### src/design/descending_key_tag_sorter_top_defines.svh
// Assertion macros for the sorter RTL, included by dkts_cells.
// No dependencies; include by bare file name.
`ifndef DESCENDING_KEY_TAG_SORTER_TOP_DEFINES_SVH
`define DESCENDING_KEY_TAG_SORTER_TOP_DEFINES_SVH

// same-cycle implication
`define DKTS_ASSERT_IMP(label, ante, cons, msg) \
	label: assert property (@(posedge clk) disable iff (!arst_n) (ante) |-> (cons)) \
		else $error(msg);

// next-cycle implication
`define DKTS_ASSERT_NXT(label, ante, cons, msg) \
	label: assert property (@(posedge clk) disable iff (!arst_n) (ante) |=> (cons)) \
		else $error(msg);

`endif

### src/design/dkts_pkg.sv
// Shared types and constants for the descending key/tag sorter.
// No dependencies.
package dkts_pkg;

	localparam int MAX_ITEMS   = 64;
	localparam int TAG_BITS    = 16;
	localparam int KEY_W       = 32;
	localparam int TAG_W       = 16;
	localparam int QUEUE_DEPTH = 4;

	typedef struct packed {
		logic             last;
		logic [TAG_W-1:0] tag;
		logic [KEY_W-1:0] key;
	} entry_t;

endpackage

### src/design/dkts_queue.sv
// Front end: accepts input transactions and queues them for the sort cells.
// Depends on dkts_pkg.
module dkts_queue (
	input  logic                 clk,
	input  logic                 arst_n,
	input  logic                 s_tvalid,
	output logic                 s_tready,
	input  logic [47:0]          s_tdata,   // score_key[31:0], entry_tag[47:32]
	input  logic                 s_tlast,
	output logic                 head_valid,
	output dkts_pkg::entry_t     head,
	input  logic                 pop
);

	localparam int DEPTH = dkts_pkg::QUEUE_DEPTH;
	localparam int PW    = (DEPTH > 1) ? $clog2(DEPTH) : 1;
	localparam int CW    = $clog2(DEPTH + 1);

	dkts_pkg::entry_t mem_q [DEPTH];
	logic [PW-1:0]    wr_ptr_q;
	logic [PW-1:0]    rd_ptr_q;
	logic [CW-1:0]    cnt_q;
	logic             push;
	logic             do_pop;
	dkts_pkg::entry_t in_entry;

	always_comb begin
		in_entry.key  = s_tdata[31:0];
		in_entry.tag  = s_tdata[47:32];
		in_entry.last = s_tlast;
	end

	assign s_tready   = (cnt_q != CW'(DEPTH));
	assign push       = s_tvalid && s_tready;
	assign head_valid = (cnt_q != '0);
	assign head       = mem_q[rd_ptr_q];
	assign do_pop     = pop && head_valid;

	always_ff @(posedge clk) begin
		if (push) begin
			mem_q[wr_ptr_q] <= in_entry;
		end
	end

	always_ff @(posedge clk or negedge arst_n) begin
		if (!arst_n) begin
			wr_ptr_q <= '0;
			rd_ptr_q <= '0;
			cnt_q    <= '0;
		end else begin
			if (push) begin
				wr_ptr_q <= (wr_ptr_q == PW'(DEPTH - 1)) ? '0 : wr_ptr_q + 1'b1;
			end
			if (do_pop) begin
				rd_ptr_q <= (rd_ptr_q == PW'(DEPTH - 1)) ? '0 : rd_ptr_q + 1'b1;
			end
			if (push && !do_pop) begin
				cnt_q <= cnt_q + 1'b1;
			end else if (!push && do_pop) begin
				cnt_q <= cnt_q - 1'b1;
			end
		end
	end

endmodule

### config.mk
export PLATFORM = sky130hd
export DESIGN_NAME = dkts_queue
export DESIGN_NICKNAME = d
export VERILOG_FILES = /design/src/design/descending_key_tag_sorter_top_defines.svh /design/src/design/dkts_pkg.sv /design/src/design/dkts_queue.sv
export SDC_FILE = /design/constraint.sdc
export NUM_CORES = 1
export LEC_CHECK = 0
export BUFFER_PORTS_ARGS = -buffer_cell sky130_fd_sc_hd__buf_4
export CORE_ASPECT_RATIO = 0.8
export CORE_MARGIN = 2
export CORE_UTILIZATION = 47
export DETAILED_ROUTE_END_ITERATION = 16
export GPL_TIMING_DRIVEN = 0
export PLACE_DENSITY_LB_ADDON = 0.25
export SLEW_MARGIN = 20
export SYNTH_ARGS = -nofsm -noshare
export SYNTH_HDL_FRONTEND = slang
export SYNTH_SLANG_ARGS = --single-unit
### constraint.sdc
create_clock -name clk -period 3.5 [get_ports clk]
set_clock_uncertainty 0.05 [all_clocks]
set_input_delay 0.7 -clock clk [delete_from_list [all_inputs] [get_ports clk]]
set_output_delay 0.7 -clock clk [all_outputs]
set_load 0.01 [all_outputs]
Word level (Yosys, flattened, before mapping)
Memory sizes are Yosys's and may differ from the RTL's.
Index checks and enable logic that the tools add are counted.
{"block": "word_totals", "mem_count": 1, "reg_bits": 7, "inputBits": 53, "wordCells": 25, "output_inout_bits": 51, "ramBits": 196}
{"memory": "mem_q", "words": 4, "word_bits": 49, "read_ports": 1, "rd_ports_with_merged_regs": 0, "wr": 1, "line_no": "dkts_queue.sv:19", "text": "dkts_pkg::entry_t mem_q [DEPTH];"}
{"block": "classes", "mux": 6, "reduce_logical": 8, "addsub": 4, "eq_ne": 3}
{"op": "two-way mux 3 bit", "count": 2}
{"op": "adder 2 x 1 -> 2 bit, second input constant", "count": 2}
{"op": "== test 2 bit, second input constant", "count": 2}
{"op": "logical AND 1 bit", "count": 4}
{"op": "two-way mux 2 bit", "count": 2}
{"op": "adder 3 x 1 -> 3 bit, second input constant", "count": 1}
{"op": "inequality test 3 bit, second input constant", "count": 1}
{"op": "nonzero test 3 bit", "count": 1}
{"op": "subtractor 3 x 1 -> 3 bit, second input constant", "count": 1}
{"op": "zero test 1 bit", "count": 2}
{"op": "two-way mux 1 bit", "count": 2}
{"op": "nonzero test 2 bit", "count": 1}

Longest topological paths before layout
{"block": "logic_depth", "depth_word": 6, "depth_mapped": 8, "mapped_depth_nobuf": 8}

Least setup slack after synthesis
OpenSTA, ideal clock, no wires.
{"block": "synth_path", "path_kind": "register -> register", "start": "register cnt_q[1]", "end": "register cnt_q[2]", "n_path_buf": 0, "period_less_slack_ns": 2.174, "arrival_time_ns": 2.044, "slack_ns": 1.326, "required_ns": 3.371, "stages_incl_launch_ff": 9, "setup_ns": 0.079, "cell_sequence": "dfrtp_1 > or3_2 > nand2_1 > ha_1 > inv_1 > fa_1 > xor2_1 > nor2_1 > xor2_1"}
{"block": "synth_between", "elab_chain_len": 5, "elab_cells_between_ends": 13, "cone_classes": "add/sub: 2; eq/ne: 1; mux: 2; reduce/logical: 8"}
{"element": "start, declared", "line_no": "dkts_queue.sv:22", "text": "logic [CW-1:0] cnt_q;"}
{"element": "start signal, assigned", "line_no": "dkts_queue.sv:58", "text": "cnt_q <= cnt_q + 1'b1;"}
{"element": "start signal, assigned", "line_no": "dkts_queue.sv:60", "text": "cnt_q <= cnt_q - 1'b1;"}
{"element": "nonzero test 3 bit (*)", "line_no": "dkts_queue.sv:35", "text": "assign head_valid = (cnt_q != '0);"}
{"element": "named net head_valid", "line_no": "dkts_queue.sv:10", "text": "output logic head_valid,"}
{"element": "logical AND 1 bit (*)", "line_no": "dkts_queue.sv:37", "text": "assign do_pop = pop && head_valid;"}
{"element": "zero test 1 bit", "line_no": "dkts_queue.sv:57", "text": "if (push && !do_pop) begin"}
{"element": "logical AND 1 bit", "line_no": "dkts_queue.sv:57"}
{"element": "two-way mux 3 bit or nonzero test 2 bit (tied branches)"}
Mark *: on every way through the listed nets, which the timed path passes. The rest lies on a longest branch. The select of a mux whose other input is x is not followed.
A chain may end at the register's enable or synchronous reset.

==> qor.yml <==
worstHoldPathType: "primary input to flip-flop"
dieArea_um2: 17000
p_leak_nw: 3.18
final.period_utilization: 0.860
drc: 0
row_count: 41
critical_path.startpoint_type: "flip-flop"
cts.sinks: 203
rsz0062_at_grt: "no"
final_nets: 479
synthesis.area_um2: 7490
vdd_ir_drop_max_mv: 0.514
clock_path_buffers: 3
gp_congestion: 0.746
io_pins: 104
io_buffers: 103
design.core.area_um2: 15700
critical_path.top_delay_family: "buffers and inverters"
cts_made_buffers: 20
clkLatencyLatePin_ns: 0.48
path_depth: 4
worstPathCellList: "clkbuf_1 > clkbuf_1 > mux4_2 > buf_4"
antenna_cells: 0
grt-busiest-layer: "met2"
slowest_stage: "clkbuf_1"
die-height_um: 117
gr-usage-met3: 0.0438
antenna_found_initial: 0
design_area_um2: 9220
tightestPinTransition_ns: 0.815
hold_viol_final: 0
nFillCells: 1175
slowest_delay_ns: 0.56
start_util: 0.477
ys_types: 19
drive_gt1_frac: 0.457
whs_path_depth: 1
syn_inst: 293
htreeDepth: 1
postSynthAreaPerCell_um2: 25.6
finalSetupTns_ns: 0
timing.critical_path.buf_inv: 3
grt_first_pass_wirelength_um: 19800
cp.arrival_ns: 2.26
drv_cap: 0
drv_slew: 0
power_frac_clock: 0.270
fin_crit_ns: 3.01
cp_max_fo: 10
ant_nets: 0
route.detailed.wl_per_inst_um: 19.7
seq_area_frac_synth: 0.809
swShare: 0.272
grt_pass1_vias: 3539
vias: 3380
status: "finished, final reports clean"
avgViaCountPerCell: 5.22
pwr-share-seq: 0.420
fmax_mhz: 332
worst_setup_path_end_kind: "output pin"
clock-root-buffer: "clkbuf_16"
area_growth_pct: 23.2
critical_path_class: "flip-flop to output pin"
ys_ff_latch: 203
setup_viol: 0
combPwrFrac: 0.310
use_met2: 0.246
cts_tree: "built"
cellPowerDensity_nw_per_um2: 862
path_clk_slew_ns: 0.06
drt-total-wl_um: 12700
cpMostUsedCell: "clkbuf_1"
grt_usage: 0.154
dpl_cell_area_um2: 8550
grt_max_degree: 50
ff2ff_path_depth: 8
fin_util: 0.588
cts_setup_buffers: 0
finalHoldWorstSlack_ns: 0.368
slew_headroom: 0.457
drt-initial-drc-count: 196
yosys_warnings: 0
syn_nets: 353
intPower_w: 0.00579
drt_first_pass_iters: 5
required_ns: 2.75
die_w_um: 145
gr-total-overflow: 0
netSwitchingPower_w: 0.00216
grt_use_met1: 0.215
dp_hpwl_um: 7330
logic make-up (layout without fill, tap and decap cells):
| family | Yosys count | in the layout | synth area share |
|---|---|---|---|
| and+or+nand+nor | 11 | 11 | 0.00969 |
| xor gates and xnor gates | 3 | 3 | 0.00351 |
| buffers and inverters | 15 | 155 | 0.00902 |
| DFF | 203 | 203 | 0.809 |
| adders and majority gates | 7 | 7 | 0.0127 |
| muxes | 54 | 54 | 0.156 |
cell usage after synthesis:
| cell type | number | share of area |
|---|---|---|
| edfxtp_1 | 196 | 0.79 |
| dfrtp_1 | 7 | 0.023 |
| mux2_2 | 3 | 0.0045 |
| and2_4 | 1 | 0.0012 |
| ha_1 | 6 | 0.010 |
| or3_2 | 1 | 0.0010 |
| mux2_4 | 2 | 0.0040 |
| clkbuf_1 | 5 | 0.0025 |
| nand2_1 | 1 | 0.00050 |
| and3_2 | 4 | 0.0040 |
| buf_4 | 1 | 0.0010 |
| mux4_2 | 49 | 0.15 |
| xor2_1 | 2 | 0.0023 |
| or3b_4 | 1 | 0.0015 |
| fa_1 | 1 | 0.0027 |
| inv_1 | 3 | 0.0015 |
| xnor2_1 | 1 | 0.0012 |
| nor2_1 | 3 | 0.0015 |
| buf_2 | 6 | 0.0040 |
power groups by stage:
stage	Clock [W]	Combinational (W)	Sequential, W
2_1_floorplan	0	0.00149	0.00335
3_5_place_dp	0	0.00252	0.00340
4_1_cts	0.00219	0.00253	0.00335
3_3_place_gp	0	0.00249	0.00338
5_1_grt	0.00231	0.00268	0.00338
6_report	0.00214	0.00246	0.00334
cells in the final DEF (no fill, tap or decap), drive strengths merged, types with 2 or more instances in the layout:
cell type and n:
nor2 3, mux4 49, mux2 5, inv 3, clkbuf 32, bufinv 3
clkinv 5, buf 110, edfxtp 196, xor2 2, dfrtp 7, and3 4
ha 6
final timing paths:
path                             start           end  slack, ns
max in group asynchronous       arst_n   wr_ptr_q[1]       2.76
max reg2reg                   cnt_q[1]      cnt_q[2]       1.17
max                        rd_ptr_q[1]       head[5]       0.49
min reg2reg                   cnt_q[2]      cnt_q[2]       0.44
min in group asynchronous       arst_n      cnt_q[2]       0.51
min                        s_tdata[14]  mem_q[1][14]       0.37
stage by stage:
step | worst slack [ns] | total power [W] | cells
after floorplan | 1.33 | 0.00484 | 293
after global placement | 0.938 | 0.00586 | 611
after detailed placement | 0.918 | 0.00592 | 611
after CTS | 0.413 | 0.00807 | 648
after global routing | 0.310 | 0.00837 | 648
final | 0.491 | 0.00795 | 648
worst register-to-register path, delay by kind of cell (launching register included):
family                   cells  cell delay, ns
XOR/XNOR                     2            0.32
flip-flops                   1            0.43
AND/OR/NAND/NOR              3            0.78
buffers and inverters        1            0.07
adder cells (fa/ha/maj)      2            0.61
layout make-up:
type,instances,area (um2),area share
buffer,12,56.3,0.00610
inverter,3,11.3,0.00122
timing repair buffer,104,783,0.0849
clock inverter,9,119,0.0129
multi-input combinational,75,1380,0.149
sequential,203,6060,0.657
clock buffer,27,548,0.0594
tap,215,269,0.0292
sequential cells by signal, summed over array words and instances, names as in the netlist:
name and count:
mem_q 196, wr_ptr_q 2, rd_ptr_q 2, cnt_q 3
routing by layer:
metal	part of all wire	wire (um)	vias up
met5	0	0	-
met4	0.017	213	0
met3	0.058	742	16
met2	0.48	6120	98
met1	0.44	5670	1765
li1	-	-	1501
repair_timing:
action,in CTS,in global routing
resized for setup,0,0
endpoints found under the hold margin,7,0
hold buffers,1,0
Power figures use the tool's default switching activity.
